[config.mk]
export PLATFORM = sky130hd
export DESIGN_NAME = lsbc_front_flat
export DESIGN_NICKNAME = d
export VERILOG_FILES = /design/src/design/lsbc_pkg.sv /design/src/design/lsbc_in_if.sv /design/src/design/lsbc_front.sv /design/src/flat_wrapper.sv
export SDC_FILE = /design/constraint.sdc
export NUM_CORES = 1
export LEC_CHECK = 0
export BUFFER_PORTS_ARGS = -buffer_cell sky130_fd_sc_hd__clkbuf_2
export CAP_MARGIN = 20
export CORE_UTILIZATION = 30
export CTS_CLUSTER_SIZE = 20
export DETAILED_ROUTE_END_ITERATION = 8
export GPL_TIMING_DRIVEN = 0
export MAX_ROUTING_LAYER = met4
export PLACE_DENSITY = 0.44
export REMOVE_ABC_BUFFERS = 1
export SYNTH_ARGS = -nofsm -noshare
export SYNTH_HDL_FRONTEND = slang
export SYNTH_SLANG_ARGS = --single-unit
[constraint.sdc]
create_clock -name clk -period 3.79 [get_ports clk]
set_clock_uncertainty 0.2 [all_clocks]
set_input_delay 0.1895 -clock clk [delete_from_list [all_inputs] [get_ports clk]]
set_output_delay 0.1895 -clock clk [all_outputs]
set_load 0.005 [all_outputs]
[src/design/lsbc_pkg.sv]
package lsbc_pkg;

    localparam int SAMPLE_WIDTH = 16;
    localparam int ACC_W        = 48;
    localparam int HALF_W       = ACC_W / 2;
    localparam int WIDE_W       = 98;
    localparam int FRAC_W       = 16;
    localparam int DIVN_W       = WIDE_W + FRAC_W;
    localparam int DCNT_W       = $clog2(DIVN_W + 1);
    localparam int Q_W          = 33;
    localparam int MUL_STEPS    = 24;
    localparam int QDEPTH       = 4;
    localparam int QPTR_W       = $clog2(QDEPTH);

    localparam logic [16:0] ONE_Q16  = 17'h10000;
    localparam logic [31:0] HALF_Q16 = 32'h0000_8000;

    localparam logic REG_BLEND_MODE   = 1'b0;
    localparam logic REG_WEIGHT_FLOOR = 1'b1;

    typedef enum logic [1:0] {
        MODE_SINGLE,
        MODE_PAIR,
        MODE_HALF,
        MODE_RAND
    } lsbc_mode_t;

    typedef enum logic [2:0] {
        ST_ACC,
        ST_PREP,
        ST_MUL,
        ST_DGO_M,
        ST_DW_M,
        ST_DGO_F,
        ST_DW_F,
        ST_FIN
    } lsbc_state_t;

    typedef enum logic [1:0] {
        TGT_DET,
        TGT_NM,
        TGT_NF
    } lsbc_tgt_t;

    typedef struct packed {
        logic signed [15:0] target;
        logic signed [15:0] first;
        logic signed [15:0] second;
        logic        [15:0] rand_fraction;
        logic               last;
    } lsbc_sample_t;

    typedef struct packed {
        logic                     start;
        logic signed [WIDE_W-1:0] num;
        logic signed [WIDE_W-1:0] den;
    } lsbc_div_req_t;

    typedef struct packed {
        logic               done;
        logic               dz;
        logic signed [31:0] quot;
    } lsbc_div_rsp_t;

    function automatic logic signed [15:0] sext_sample(input logic [15:0] v);
        logic signed [SAMPLE_WIDTH-1:0] s;
        s = signed'(v[SAMPLE_WIDTH-1:0]);
        return 16'(s);
    endfunction

endpackage

[src/design/lsbc_in_if.sv]
interface lsbc_in_if;
    logic               valid;
    logic               ready;
    logic signed [15:0] target;
    logic signed [15:0] first_model_out;
    logic signed [15:0] second_model_out;
    logic        [15:0] rand_fraction;
    logic               last_sample;

    modport source (output valid, target, first_model_out, second_model_out,
                    rand_fraction, last_sample, input ready);
    modport sink (input valid, target, first_model_out, second_model_out,
                  rand_fraction, last_sample, output ready);
endinterface

[src/design/lsbc_front.sv]
module lsbc_front (
    input  logic                  clk,
    input  logic                  rst_n,
    lsbc_in_if.sink               in_ch,
    output lsbc_pkg::lsbc_sample_t q_data,
    output logic                  q_valid,
    input  logic                  q_pop
);
    import lsbc_pkg::*;

    lsbc_sample_t        mem [QDEPTH];
    logic [QPTR_W-1:0]   wr_ptr_reg, wr_ptr_next;
    logic [QPTR_W-1:0]   rd_ptr_reg, rd_ptr_next;
    logic [QPTR_W:0]     count_reg, count_next;
    logic                push, pop;
    lsbc_sample_t        entry;

    // bits above the sample width are dropped here
    always_comb
    begin
        entry.target        = sext_sample(in_ch.target);
        entry.first         = sext_sample(in_ch.first_model_out);
        entry.second        = sext_sample(in_ch.second_model_out);
        entry.rand_fraction = in_ch.rand_fraction;
        entry.last          = in_ch.last_sample;
    end

    assign in_ch.ready = (count_reg != (QPTR_W+1)'(QDEPTH));
    assign q_valid     = (count_reg != '0);
    assign q_data      = mem[rd_ptr_reg];
    assign push        = in_ch.valid && in_ch.ready;
    assign pop         = q_pop && q_valid;

    always_comb
    begin
        wr_ptr_next = push ? wr_ptr_reg + 1'b1 : wr_ptr_reg;
        rd_ptr_next = pop ? rd_ptr_reg + 1'b1 : rd_ptr_reg;
        count_next  = count_reg + (QPTR_W+1)'(push) - (QPTR_W+1)'(pop);
    end

    always_ff @(posedge clk)
    begin
        if (push)
        begin
            mem[wr_ptr_reg] <= entry;
        end
    end

    always_ff @(posedge clk or negedge rst_n)
    begin
        if (!rst_n)
        begin
            wr_ptr_reg <= '0;
            rd_ptr_reg <= '0;
            count_reg  <= '0;
        end
        else
        begin
            wr_ptr_reg <= wr_ptr_next;
            rd_ptr_reg <= rd_ptr_next;
            count_reg  <= count_next;
        end
    end
endmodule

[src/flat_wrapper.sv]
// flat-port wrapper written by rule: the top's interface ports become plain ports
module lsbc_front_flat import lsbc_pkg::*;
  (clk, rst_n, q_data, q_valid, q_pop, in_ch_valid, in_ch_target, in_ch_first_model_out, in_ch_second_model_out, in_ch_rand_fraction, in_ch_last_sample, in_ch_ready);
  lsbc_in_if in_ch_i ();
  input  logic clk;
  input  logic rst_n;
  output lsbc_pkg::lsbc_sample_t q_data;
  output logic q_valid;
  input  logic q_pop;
  input wire logic [$bits(in_ch_i.valid)-1:0] in_ch_valid;
  input wire logic [$bits(in_ch_i.target)-1:0] in_ch_target;
  input wire logic [$bits(in_ch_i.first_model_out)-1:0] in_ch_first_model_out;
  input wire logic [$bits(in_ch_i.second_model_out)-1:0] in_ch_second_model_out;
  input wire logic [$bits(in_ch_i.rand_fraction)-1:0] in_ch_rand_fraction;
  input wire logic [$bits(in_ch_i.last_sample)-1:0] in_ch_last_sample;
  output wire logic [$bits(in_ch_i.ready)-1:0] in_ch_ready;
  assign in_ch_i.valid = in_ch_valid;
  assign in_ch_i.target = in_ch_target;
  assign in_ch_i.first_model_out = in_ch_first_model_out;
  assign in_ch_i.second_model_out = in_ch_second_model_out;
  assign in_ch_i.rand_fraction = in_ch_rand_fraction;
  assign in_ch_i.last_sample = in_ch_last_sample;
  assign in_ch_ready = in_ch_i.ready;
  lsbc_front u_core (.clk(clk), .rst_n(rst_n), .in_ch(in_ch_i), .q_data(q_data), .q_valid(q_valid), .q_pop(q_pop));
endmodule
Word level (Yosys, flattened, before mapping)
Memory sizes are Yosys's and may differ from the RTL's.
Index checks and enable logic that the tools add are counted.

cells by class
  $add $sub $neg = 4
  equality and inequality tests = 1
  mux-type cells = 2
  reduce and logical (&&, ||, !) cells = 3

operator list
  cell                                                           count
  2-bit by 1-bit adder with 2-bit output, second input constant  2
  3-bit by 1-bit adder with 3-bit output                         1
  3-bit != test, second input constant                           1
  3-bit nonzero test                                             1
  3-bit by 1-bit subtractor with 3-bit output                    1
  1-bit logical AND                                              2
  1-bit two-way mux                                              2

word-level totals
  flip-flop bits (word level) = 7
  bits in writable memories = 260
  input port bits = 69
  output and inout bits = 67
  logic and storage cells = 14
  memories kept = 1

memories
  name        words  width  read ports  clocked after Yosys merged registers in  wr ports  line              text
  u_core.mem  4      65     1           0                                        1         lsbc_front.sv:11  lsbc_sample_t mem [QDEPTH];

Longest topological paths before layout
  word-level depth = 4
  gate-level depth with buffers = 8
  mapped depth without buffers = 8

Worst setup path before layout
No wires, ideal clock.

  kind = register to register
  start = register u_core.count_reg[2]
  end = memory u_core.mem[0][0] in the netlist's numbering, enable pin
  library setup time = 0.430 ns
  data arrival time = 2.268 ns
  data required time = 3.160 ns
  setup slack = 0.892 ns
  stages on the path, launching flop included = 3
  period minus slack after synthesis = 2.898 ns
  cell sequence = dfrtp_1 -> nor3b_1 -> and3b_1

between the ends
  word-level cells in the longest chain between the ends = 4

ends and longest elaborated chain
  what                                     line              text
  start: declaration                       lsbc_front.sv:14  logic [QPTR_W:0] count_reg, count_next;
  start signal: assignment                 lsbc_front.sv:61  count_reg <= count_next;
  3-bit != test                            lsbc_front.sv:28  assign in_ch.ready = (count_reg != (QPTR_W+1)'(QDEPTH));
  1-bit logical AND                        lsbc_front.sv:31  assign push = in_ch.valid && in_ch.ready;
  1-bit two-way mux                        lsbc_front.sv:43  if (push)
  1-bit two-way mux (implied by the code)  lsbc_front.sv:45  mem[wr_ptr_reg] <= entry;
  end: declaration                         lsbc_front.sv:11

Every way passes these cells.

==> flow_summary.ini <==
[clock_tree]
cts_tree = done
clk_pin_slew_ps = 60
clock-sinks = 267
insertion_delay_ps = 540
htreeDepth = 1
numCtsBuffers = 30
cts-root-buf = clkbuf_16
clk_path_buf_depth = 3
cts_resized = 0

[grt]
grt_pass1_wl_mm = 29.5
grt_usage_pct = 12.0
grt_pass1_vias = 5088
antenna_found_initial = 0
overflow = 0
grt_max_degree = 46

[logic_synthesis]
synth.area.top_cells = edfxtp_1 (79%), mux4_2 (15%), dfrtp_1 (1.8%)
synth_simple_gate_area_share_pct = 1.03
synth.cells.most_frequent = edfxtp_1 (260), mux4_2 (65), dfrtp_1 (7), inv_1 (7), ha_1 (6)
syn_inst = 382
syn_avg_cell_area_um2 = 25.9
synthMostInstantiatedCell = edfxtp_1
synthMuxAreaShare_pct = 14.8
synth_compound_area_share_pct = 0.329
synth_adder_area_share_pct = 0.962
ys.flop_type = edfxtp_1
yosysTopAreaCell = edfxtp_1
synth_top_area_share_pct = 79.0
ys_ff_latch = 267
ys_seq_area_share_pct = 80.8
async_reset_ff_share_pct = 2.62
synth_xor_area_share_pct = 0.354
yosysUniqueCellTypes = 24
yosysWarnings = 0
syn_area_mm2 = 0.00988
synth_edf_count = 260
synth_top_family_by_area = multiplexers

[final_layout]
fin_cells = 1073
nets = 685
n_fill_cell = 2945
drive_gt1_share_pct = 39.9
areaGrowthSynthToFinish_pct = 29.0
largest_reg_flops = 260
fin_area_mm2 = 0.0127
seq_area_mm2 = 0.00799
n_antenna_cell = 0
multi_input_area_mm2 = 0.00174

[floorplan]
core_area_mm2 = 0.0325
start_util_pct = 30.5
design.die.area_mm2 = 0.0337
num_rows = 66
die_w_um = 184
ios = 136
die_h_um = 184

[routing]
viasPerCell = 4.36
num_vias = 4678
wl_mm = 19.3
routedWlPerCell_um = 18.0
drcViolationCount = 0
firstDrtPassIters = 4
drt-initial-drc-count = 215
ant_nets = 0

[timing]
drv_slew = 0
min_period_ps = 2930
setup_violations = 0
hold_viol = 0
rsz0062_at_grt = no
tightest_slew_ps = 873
max_freq_mhz = 342
fin_crit_sh_pct = 77.2
max_slew_margin_pct = 41.7

[critical_path]
start_kind = flop
rrSetupSlack_ps = 1280
cp_max_fo = 35
cp-end-kind = primary output
crit_required_ps = 3400
critPathKind = reg2out
worstPathArrival_ps = 2540

[placement]
portBuffers = 135
hpwl_mm = 10.8
placed_cells_incl_taps = 950
place_congestion = 0.728
placed_cell_area_mm2 = 0.0112

[run_status]
status = completed

[pwr]
ir_worst_vdd_uv = 426
p_leak_nw = 4.37
finalPower_mw = 9.32
power_density_mw_per_mm2 = 731

[run]
max-cap-violations = 0

[worst_hold_path]
hold_path_class = in2reg
==> final cells by class <==
class	instances	share of cell area, %
clock buffer	34	6.17
sequential	267	62.7
inverter	7	0.206
tap	442	4.34
timing repair buffer	210	12.0
clock inverter	20	0.913
multi-input combinational	93	13.7
==> worst max-delay path: stages, from the launching register on <==
cell and delay, ps:
dfrtp_4 900, buf_16 350, mux4_2 560, clkbuf_2 130
==> through the flow <==
step	utilization, %	hold slack, ps	setup slack (ps)	TNS [ps]
6_report	39.3	203	863	0
3_3_place_gp	33.8	-171	-1610	-270680
3_5_place_dp	34.4	-155	1260	0
5_1_grt	39.3	180	642	0
2_1_floorplan	-	-306	-36.8	-36.8
4_1_cts	39.3	164	741	0
==> what timing repair did <==
action / 4_1_cts / 5_1_grt
hold buffers: 69 / 0
hold endpoints to repair: 272 / 0
endpoints found under the setup margin: 0 / 0
buffers inserted: 0 / 0
==> layout by cell type (no fill, tap or decap), types with 2 or more instances in the layout <==
master,n
xnor2_1,3
clkinvlp_4,2
inv_1,7
dfrtp_1,5
buf_16,6
clkinv_2,6
edfxtp_1,260
clkbuf_16,31
dlygate4sd3_1,69
nand2b_1,3
mux4_2,65
and3b_4,4
dfrtp_4,2
clkinv_1,11
clkbuf_1,3
o211ai_1,2
clkbuf_2,135
ha_1,6
==> where the power goes <==
part           internal, mW  leakage [nW]  switching (mW)
clock network          1.54         0.441            1.09
registers              3.90          2.46           0.338
logic                  1.31          1.47            1.15
==> cells by family after synthesis <==
| logic type | count (synthesis) |
|---|---|
| fa+ha+maj | 7 |
| compound gates | 4 |
| mux | 65 |
| flops | 267 |
| simple gates | 13 |
| buf+inv | 22 |
| xor+xnor | 4 |
==> path summary, 6_finish.rpt <==
kind | startpoint | end | cells past startpoint
min | in_ch_target[15] | u_core.mem[1][64] | 2
min in group asynchronous | rst_n | u_core.count_reg[0] | 3
min reg2reg | u_core.wr_ptr_reg[1] | u_core.wr_ptr_reg[1] | 2
max in group asynchronous | rst_n | u_core.rd_ptr_reg[1] | 3
max | u_core.rd_ptr_reg[0] | q_data[22] | 3
max reg2reg | u_core.count_reg[1] | u_core.count_reg[2] | 7
==> per-layer routing <==
| metal | wire (um) | track usage [%] | vias to the layer above |
|---|---|---|---|
| li1 | - | - | 2099 |
| met5 | 0 | - | - |
| met2 | 9410 | 19.9 | 114 |
| met3 | 903 | 2.58 | 36 |
| met4 | 477 | 3.37 | 0 |
| met1 | 8500 | 15.0 | 2429 |
No activity file was read; power rests on OpenSTA's default activity.
