File: src/design/lsbc_pkg.sv
package lsbc_pkg;

    localparam int SAMPLE_WIDTH = 16;
    localparam int ACC_W        = 48;
    localparam int HALF_W       = ACC_W / 2;
    localparam int WIDE_W       = 98;
    localparam int FRAC_W       = 16;
    localparam int DIVN_W       = WIDE_W + FRAC_W;
    localparam int DCNT_W       = $clog2(DIVN_W + 1);
    localparam int Q_W          = 33;
    localparam int MUL_STEPS    = 24;
    localparam int QDEPTH       = 4;
    localparam int QPTR_W       = $clog2(QDEPTH);

    localparam logic [16:0] ONE_Q16  = 17'h10000;
    localparam logic [31:0] HALF_Q16 = 32'h0000_8000;

    localparam logic REG_BLEND_MODE   = 1'b0;
    localparam logic REG_WEIGHT_FLOOR = 1'b1;

    typedef enum logic [1:0] {
        MODE_SINGLE,
        MODE_PAIR,
        MODE_HALF,
        MODE_RAND
    } lsbc_mode_t;

    typedef enum logic [2:0] {
        ST_ACC,
        ST_PREP,
        ST_MUL,
        ST_DGO_M,
        ST_DW_M,
        ST_DGO_F,
        ST_DW_F,
        ST_FIN
    } lsbc_state_t;

    typedef enum logic [1:0] {
        TGT_DET,
        TGT_NM,
        TGT_NF
    } lsbc_tgt_t;

    typedef struct packed {
        logic signed [15:0] target;
        logic signed [15:0] first;
        logic signed [15:0] second;
        logic        [15:0] rand_fraction;
        logic               last;
    } lsbc_sample_t;

    typedef struct packed {
        logic                     start;
        logic signed [WIDE_W-1:0] num;
        logic signed [WIDE_W-1:0] den;
    } lsbc_div_req_t;

    typedef struct packed {
        logic               done;
        logic               dz;
        logic signed [31:0] quot;
    } lsbc_div_rsp_t;

    function automatic logic signed [15:0] sext_sample(input logic [15:0] v);
        logic signed [SAMPLE_WIDTH-1:0] s;
        s = signed'(v[SAMPLE_WIDTH-1:0]);
        return 16'(s);
    endfunction

endpackage

File: src/design/lsbc_div.sv
module lsbc_div (
    input  logic                   clk,
    input  logic                   rst_n,
    input  lsbc_pkg::lsbc_div_req_t req,
    output lsbc_pkg::lsbc_div_rsp_t rsp
);
    import lsbc_pkg::*;

    logic                busy_reg, busy_next;
    logic                done_reg, done_next;
    logic [DCNT_W-1:0]   cnt_reg, cnt_next;
    logic [DIVN_W-1:0]   numsh_reg, numsh_next;
    logic [WIDE_W-1:0]   den_reg, den_next;
    logic [WIDE_W-1:0]   rem_reg, rem_next;
    logic [Q_W-1:0]      q_reg, q_next;
    logic                ovf_reg, ovf_next;
    logic                neg_reg, neg_next;
    logic                dz_reg, dz_next;

    logic [WIDE_W-1:0]   num_mag, den_mag;
    logic [WIDE_W:0]     rem_sh;
    logic                ge;
    logic [Q_W-1:0]      lim, qs;

    assign num_mag = req.num[WIDE_W-1] ? WIDE_W'(-req.num) : WIDE_W'(req.num);
    assign den_mag = req.den[WIDE_W-1] ? WIDE_W'(-req.den) : WIDE_W'(req.den);
    assign rem_sh  = {rem_reg, numsh_reg[DIVN_W-1]};
    assign ge      = rem_sh >= {1'b0, den_reg};

    always_comb
    begin
        busy_next  = busy_reg;
        done_next  = 1'b0;
        cnt_next   = cnt_reg;
        numsh_next = numsh_reg;
        den_next   = den_reg;
        rem_next   = rem_reg;
        q_next     = q_reg;
        ovf_next   = ovf_reg;
        neg_next   = neg_reg;
        dz_next    = dz_reg;
        if (req.start)
        begin
            numsh_next = {num_mag, FRAC_W'(0)};
            den_next   = den_mag;
            rem_next   = '0;
            q_next     = '0;
            ovf_next   = 1'b0;
            neg_next   = req.num[WIDE_W-1] ^ req.den[WIDE_W-1];
            dz_next    = (req.den == '0);
            cnt_next   = DCNT_W'(DIVN_W);
            busy_next  = (req.den != '0);
            done_next  = (req.den == '0);
        end
        else if (busy_reg)
        begin
            rem_next   = ge ? WIDE_W'(rem_sh - {1'b0, den_reg}) : WIDE_W'(rem_sh);
            numsh_next = {numsh_reg[DIVN_W-2:0], 1'b0};
            q_next     = {q_reg[Q_W-2:0], ge};
            ovf_next   = ovf_reg | q_reg[Q_W-1];
            cnt_next   = cnt_reg - 1'b1;
            if (cnt_reg == DCNT_W'(1))
            begin
                busy_next = 1'b0;
                done_next = 1'b1;
            end
        end
    end

    // saturate toward the signed 32-bit bound of the result sign
    always_comb
    begin
        lim = neg_reg ? 33'h0_8000_0000 : 33'h0_7FFF_FFFF;
        qs  = (ovf_reg || (q_reg > lim)) ? lim : q_reg;
        rsp.done = done_reg;
        rsp.dz   = dz_reg;
        rsp.quot = neg_reg ? 32'(-qs) : 32'(qs);
    end

    always_ff @(posedge clk)
    begin
        numsh_reg <= numsh_next;
        den_reg   <= den_next;
        rem_reg   <= rem_next;
        q_reg     <= q_next;
        ovf_reg   <= ovf_next;
        neg_reg   <= neg_next;
        dz_reg    <= dz_next;
        cnt_reg   <= cnt_next;
    end

    always_ff @(posedge clk or negedge rst_n)
    begin
        if (!rst_n)
        begin
            busy_reg <= 1'b0;
            done_reg <= 1'b0;
        end
        else
        begin
            busy_reg <= busy_next;
            done_reg <= done_next;
        end
    end
endmodule

File: config.mk
export PLATFORM = sky130hd
export DESIGN_NAME = lsbc_div
export DESIGN_NICKNAME = d
export VERILOG_FILES = /design/src/design/lsbc_pkg.sv /design/src/design/lsbc_div.sv
export SDC_FILE = /design/constraint.sdc
export NUM_CORES = 1
export LEC_CHECK = 0
export ABC_AREA = 1
export BUFFER_PORTS_ARGS = -buffer_cell sky130_fd_sc_hd__buf_2
export CORE_MARGIN = 4
export CORE_UTILIZATION = 54
export CTS_CLUSTER_DIAMETER = 40
export CTS_CLUSTER_SIZE = 24
export DETAILED_ROUTE_END_ITERATION = 16
export HOLD_SLACK_MARGIN = 0.02
export PLACE_DENSITY = 0.75
export SYNTH_ARGS = -nofsm -noshare
export SYNTH_HDL_FRONTEND = slang
export SYNTH_SLANG_ARGS = --single-unit
File: constraint.sdc
create_clock -name clk -period 5.8 [get_ports clk]
set_clock_uncertainty 0.1 [all_clocks]
set_input_delay 0 -clock clk [delete_from_list [all_inputs] [get_ports clk]]
set_output_delay 0 -clock clk [all_outputs]
set_load 0.01 [all_outputs]
# == Word-level counts from Yosys, hierarchy flattened ==
# Cells that the tools add are included.
# totals
register_bits,339
inputBits,199
out_inout_bits,34
elab_cells,39
# op_classes
magnitude_cmp,2
bitwise,2
eq_ne,1
n_reduce_logical,4
muxes,14
n_addsub,5
# ops
operator,count
$mux 114,2
$mux 98,2
$neg 98->98,2
$ge 99x98->1,1
$logic_not 98->1,1
$reduce_bool 98->1,1
$sub 98x98->98,1
$mux 97,1
$mux 32,3
$gt 33x32->1,1
$neg 32->32,1
$eq 7x1->1 const B,1
$sub 7x1->7 const B,1
$mux 1,6
$reduce_bool 2->1,1
$logic_or 1x1->1,1
$or 1x1->1,1
$xor 1x1->1,1

# == Longest topological paths before layout ==
# Gate-level depths: netlist of run 1.
# logic_depth
depth_word,6
ltp_mapped,27
depth_no_buf,25

# == Worst setup path after synthesis of run 1 ==
# Ideal clock, no wire load.
# synth_timing
kind,register to register
from,register busy_reg
to,register numsh_reg[100] (enable)
path_buffers,1
setup_time_ns,0.501
path_slack_ns,1.756
required_time_ns,5.199
stages_incl_launch_ff,4
period_less_slack_ns,4.044
arrival_ns,3.443
cell_sequence,dfrtp_1 -> nor2_1 -> inv_1 -> clkbuf_1
# synth_between
elab_chain_cells,1
# synth_rtl
item,line,source
start: declaration,lsbc_div.sv:9,"logic busy_reg, busy_next;"
start signal: assignment,lsbc_div.sv:101,busy_reg <= busy_next;
$reduce_bool 2->1 (no line),n/a,
end signal: assignment,lsbc_div.sv:82,numsh_reg <= numsh_next;
end: declaration,lsbc_div.sv:12,"logic [DIVN_W-1:0] numsh_reg, numsh_next;"
# No other way between the ends.
# A chain may end at the register's enable or synchronous reset.

==> results.toml, run 1 <==
[outcome]
status = "finished clean"

[pwr]
seqPwrFrac_pct = 36.2
power_uw = 7792
p_comb_share_pct = 17.0
intPower_uw = 5460
ir_worst_vdd_mv = 0.2608
powerDensity_mw_per_mm2 = 217.5
switching_share_pct = 29.93
switchingPower_uw = 2332
clockPowerShare_pct = 46.8
p_leak_uw = 0.01601

[detailed_routing]
wirelength_um = 107700
met2_length_um = 45230
routedWlPerCell_um = 19.19
ant_nets = 0
wl_met3_um = 12450
met1Wirelength_um = 44570
via_count = 32290
drt_pass1_iterations = 7
drc = 0
routed.top_layer = "met4"
via_per_inst = 5.755
drtIter0Drc = 4171

[layout]
fillers = 4494
syn_to_final_growth_pct = 22.74
drive_gt1_share_pct = 10.51
final_common_cell = "nand2_1"
finalNetCount = 5204
layout_common_cells = "1,049 x nand2_1, 603 x nor2_1, 583 x inv_1, 289 x dlygate4sd3_1, 241 x a21oi_1"

[worst_setup_path]
crit_required_ns = 5.70
worst_path_most_repeated_cell = "nand2_1"
worst_ep_arrival_time_ns = 4.70
worst_path_max_delay_cell = "buf_4"
path_max_fanout = 60
timing.critical_path.cells = "buf_4 -> ha_1 -> nand2_1 -> inv_1 -> nand2_1 -> nand2_1 -> a21oi_1 -> nand2_1 -> nor2_1 -> nand2_2 -> nand2_2 -> nand2_1 -> nand2_2 -> buf_4 -> nand3_1 -> nor2_1 -> nand2_1 -> nor2_1 -> nand2_1 -> nand2_1 -> nand2_1 -> o21ai_1 -> buf_2"
cpPeakStageDelay_ns = 0.53
worst_setup_path_start_kind = "flop"
worst_setup_path_end_kind = "primary output"
path_class = "reg -> out"

[timing]
worst_slew_pin_slew_ns = 1.192
hold_viol = 0
layout_min_cycle_time_ns = 4.799
max_slew_margin_pct = 20.07
rsz0062_at_grt = "false"
max_freq_mhz = 208.4
min_period_over_period_pct = 82.74
final-max-slew-violation-count = 0
setup_viol = 0
tns_ns = 0

[clocking]
cts_resized = 0
htreeDepth = 2
cts_tree = "done"
cts_buffers = 59
cts_buffer_depth = 3
path_clk_slew_ns = 0.05
clockRootBuffer = "clkbuf_16"
cts.sinks = 339
clk_latency_ns = 0.64

[synthesis]
synth_cell_types = 63
synthCells = 4379
ys.flop_type = "edfxtp_1"
postSynthAreaPerCell_um2 = 6.664
syn_area_mm2 = 0.02918
ys_ff_latch = 339
synth-seq-area-share_pct = 30.08
synth-edff-count = 198
ys_warn_count = 0
async_flop_share_pct = 0.5900
synth.net_count = 4714

[die]
coreArea_mm2 = 0.05308
rows = 84
initial_core_util_pct = 54.98
die_h_um = 240.5
num_io_pins = 233
die_area_mm2 = 0.05782
fp.dieW_um = 240.5

[global_routing]
antenna_found_initial = 2
grtUsageTotal_pct = 36.14
grt_pass1_vias = 30290
grt_max_degree = 95
grt_pass1_wl_um = 166100
grt_remaining_overflow = 0

[hold_path]
hold_path_class = "in -> reg"

[flow_run]
maxCapViolCount = 0

[place]
globalplace.congestion = 1.059
hpwlAfterDp_um = 80140
port_buffers = 232
power by group through the flow:
stage,combinational (uW),sequential (uW),clock [uW]
6_report,1320,2820,3650
5_1_grt,1430,2830,3800
4_1_cts,1260,2810,3690
3_5_place_dp,1070,2860,0
3_3_place_gp,1070,2850,0
2_1_floorplan,668,2840,0
per-stage QoR:
| step | setup WS, ns | instance area [um^2] | hold slack, ns | std cells | utilization, % |
|---|---|---|---|---|---|
| after floorplan | 1.756 | 29180 | -0.3956 | 4379 | - |
| after global placement | 1.681 | 30820 | -0.3032 | 5207 | 58.06 |
| after detailed placement | 1.686 | 30820 | -0.3045 | 5207 | 58.06 |
| after CTS | 1.043 | 35810 | 0.02796 | 5607 | 67.47 |
| after global routing | 0.4873 | 35810 | 0.07389 | 5608 | 67.47 |
| final | 1.001 | 35820 | 0.1070 | 5610 | 67.48 |
synth_stat cells (4+ instances only):
cell | instances | share of area [%]
o21ai_1 | 90 | 1.5
buf_4 | 9 | 0.23
nand2_1 | 1049 | 13
nor3_1 | 57 | 0.98
inv_2 | 44 | 0.57
o31ai_1 | 6 | 0.15
buf_2 | 12 | 0.21
inv_1 | 585 | 7.5
o22ai_1 | 40 | 0.86
dfxtp_1 | 139 | 9.5
nand4_1 | 56 | 1.2
nor3_2 | 7 | 0.24
nand3_2 | 26 | 0.89
buf_1 | 13 | 0.17
nand3b_1 | 10 | 0.26
and2_1 | 4 | 0.086
o21ai_0 | 238 | 4.1
nand2_2 | 15 | 0.32
nor2_2 | 26 | 0.56
nand3_1 | 180 | 3.1
or2_2 | 7 | 0.15
o21bai_1 | 21 | 0.54
clkbuf_1 | 65 | 0.84
a21boi_0 | 12 | 0.31
nor2_4 | 8 | 0.31
nor4_1 | 75 | 1.6
a21o_1 | 19 | 0.49
a31oi_1 | 37 | 0.79
xnor2_1 | 99 | 3.0
ha_1 | 135 | 5.8
a21oi_1 | 241 | 4.1
o21ai_2 | 6 | 0.18
buf_6 | 10 | 0.39
o211ai_1 | 16 | 0.41
edfxtp_1 | 198 | 20
xor2_1 | 149 | 4.5
o21a_1 | 23 | 0.59
nor2_1 | 604 | 7.8
nand3_4 | 5 | 0.30
worst paths after layout:
path / endpoint / slack, ns / cells past startpoint / start
min reg2reg: rem_reg[72] / 0.37 / 2 / rem_reg[72]
max in group asynchronous: done_reg / 5.30 / 3 / rst_n
min: numsh_reg[17] / 0.11 / 4 / req[195]
min in group asynchronous: busy_reg / 0.16 / 3 / rst_n
max reg2reg: rem_reg[8] / 1.58 / 14 / den_reg[39]
max: rsp[31] / 1.00 / 23 / neg_reg
per-layer routing:
| layer | track usage (%) | vias up |
|---|---|---|
| met1 | 50.17 | 14620 |
| met5 | 0 | - |
| met3 | 8.385 | 404 |
| li1 | - | 15350 |
| met2 | 54.71 | 1917 |
| met4 | 14.36 | 0 |
cells by family (layout without fill, tap and decap cells):
family | count (synthesis) | after routing | synth area share, %
xor gates and xnor gates | 248 | 248 | 7.444
and+or+nand+nor | 2147 | 2147 | 31.90
adders and majority gates | 136 | 136 | 5.857
AOI/OAI and AO/OA | 766 | 766 | 14.66
DFF | 339 | 339 | 30.08
buffers and inverters | 743 | 1283 | 10.06
other | 0 | 3 | 0
critical path, delay by kind of cell (launching register included):
family	cells	cell delay, ns
AO/OA/AOI/OAI	2	0.22
adder cells (fa/ha/maj)	1	0.37
buffers and inverters	4	1.13
flip-flops	1	0.34
AND/OR/NAND/NOR	16	1.99
area by class of cell:
class	instances	area, um^2	share of cell area, %
Multi-Input combinational cell	3297	17490	48.82
Sequential cell	339	8778	24.51
Antenna cell	3	7.507	0.02096
Timing Repair Buffer	540	4203	11.73
Clock inverter	50	616.8	1.722
Inverter	632	2380	6.644
Clock buffer	61	1484	4.143
Tap cell	688	860.8	2.403
what timing repair did:
action                                 4_1_cts  5_1_grt
setup buffers                                0        0
endpoints found under the hold margin      206        0
hold buffers                               289        0
Power figures use the tool's default switching activity.
==> inputs of run 2 (changes only) <==
Settings changed: PLACE_DENSITY 0.75 to 0.78.
Clock period 5.8 ns to 3.95 ns, I/O delays scaled along.
==> run 2 against run 1 <==
The run now ends with setup timing left. Largest cell class unchanged. First-iteration DRC count shrank 11%. Worst setup slack lost 1.1 ns. Clock power grew 37%. Final cell count grew 0.94%. Sequential power grew 47%. Register-to-register slack lost 1.4 ns. Combinational power grew 57%. Die area is the same. Flip-flop and latch count is the same. Total power grew 44%. Critical path depth grew 2. Non-clock buffer count grew 54.
==> results.toml, run 2 (synthesis gave the netlist of run 1 again) <==
[outcome]
status = "finished, violations left"
failed_checks = "setup timing"

[worst_setup_path]
worst_path_most_repeated_cell = "nand2_2"
path_max_fanout = 12
worst_ep_arrival_time_ns = 3.92
path_class = "reg -> out"
critical-path-top-delay-family = "simple AND/OR/NAND/NOR gates"
crit_buf_inv = 8
worst_path_max_delay_cell = "edfxtp_1"
worst_setup_path_end_kind = "primary output"
crit_required_ns = 3.85
cpPeakStageDelay_ns = 0.42
worst_setup_path_start_kind = "flop"

[detailed_routing]
ant_nets = 0
via_count = 32610
wirelength_um = 109600
via_per_inst = 5.758
drt_pass1_iterations = 6
drc = 0
routedWlPerCell_um = 19.36
drtIter0Drc = 3732

[die]
initial_core_util_pct = 54.98
num_io_pins = 233
fp.dieW_um = 240.5
die_area_mm2 = 0.05782
coreArea_mm2 = 0.05308
die_h_um = 240.5
rows = 84

[timing]
rsz0062_at_grt = "true"
hold_viol = 0
max_freq_mhz = 248.5
min_period_over_period_pct = 101.9
max_slew_margin_pct = 39.65
final-max-slew-violation-count = 0
setup_viol = 18
layout_min_cycle_time_ns = 4.023
worst_slew_pin_slew_ns = 0.8957
timing.final.ws_setup_ns = -0.07342

[layout]
syn_to_final_growth_pct = 26.38
finalNetCount = 5255
fin_util_pct = 69.48
design_area_mm2 = 0.03688
final_common_cell = "nand2_1"
layout_common_cells = "1,030 x nand2_1, 587 x nor2_1, 579 x inv_1, 302 x dlygate4sd3_1, 239 x a21oi_1"
drive_gt1_share_pct = 12.74

[clocking]
cts.sinks = 339
clk_latency_ns = 0.64
cts_buffer_depth = 3
cts_buffers = 56
cts_tree = "done"
htreeDepth = 2
path_clk_slew_ns = 0.06
clockRootBuffer = "clkbuf_16"

[hold_path]
hold_path_class = "in -> reg"

[place]
hpwlAfterDp_um = 79870
placed_cell_area_mm2 = 0.03102
pre_cts_slack_ns = 0.3405
port_buffers = 232
globalplace.congestion = 1.070

[global_routing]
grt_pass1_wl_um = 166700
grtUsageTotal_pct = 36.19
antenna_found_initial = 7
grt_pass1_vias = 30750
grt_max_degree = 90
grt_remaining_overflow = 0

[pwr]
ir_worst_vdd_mv = 0.3442
p_leak_uw = 0.01632
powerDensity_mw_per_mm2 = 303.8

[flow_run]
maxCapViolCount = 0
run 2: routing by layer:
metal / share of wire (%) / GRT usage [%] / vias up
met1: 41 / 49.70 / 14810
li1: - / - / 15450
met5: 0.037 / 0 / -
met4: 5.1 / 15.32 / 6
met2: 43 / 56.18 / 1933
met3: 10 / 6.756 / 406
run 2: cell type report:
cell class                      count  area [um^2]
Tap cell                          688        860.8
Fill cell                        4294        16200
Sequential cell                   339         8778
Timing Repair Buffer              594         4843
Clock inverter                     44        484.2
Clock buffer                       62         1465
Inverter                          632         2377
Multi-Input combinational cell   3297        18050
Antenna cell                        7        17.52
run 2: stage by stage:
stage | total power [uW] | TNS [ns] | hold slack (ns) | instances
after floorplan | 5156 | 0 | -0.3956 | 4379
after global placement | 5749 | 0 | -0.2998 | 5226
after detailed placement | 5769 | 0 | -0.2974 | 5226
after CTS | 11070 | -0.1022 | 0.03821 | 5643
after global routing | 11590 | -5.036 | 0.07919 | 5661
final | 11200 | -0.6039 | 0.05703 | 5663
run 2: final timing paths:
kind	from	end	slack [ns]	cells after the start
min reg2reg	rem_reg[86]	rem_reg[86]	0.38	2
min	req[0]	den_reg[0]	0.06	2
min in group asynchronous	rst_n	busy_reg	0.14	3
max	neg_reg	rsp[26]	-0.07	25
max in group asynchronous	rst_n	done_reg	3.47	3
max reg2reg	den_reg[20]	rem_reg[20]	0.21	14
run 2: power breakdown:
| part | internal [uW] | total, uW | switching [uW] |
|---|---|---|---|
| logic | 812 | 2070 | 1260 |
| registers | 4050 | 4140 | 90.0 |
| clock network | 2930 | 5000 | 2070 |
run 2: repair_timing:
action                                 CTS  global route
cloned                                   3             2
resized for setup                       25            87
buffers inserted                         6            11
setup endpoints to repair               25            31
hold buffers                           302             0
pin swaps                               13            32
endpoints found under the hold margin  234             0
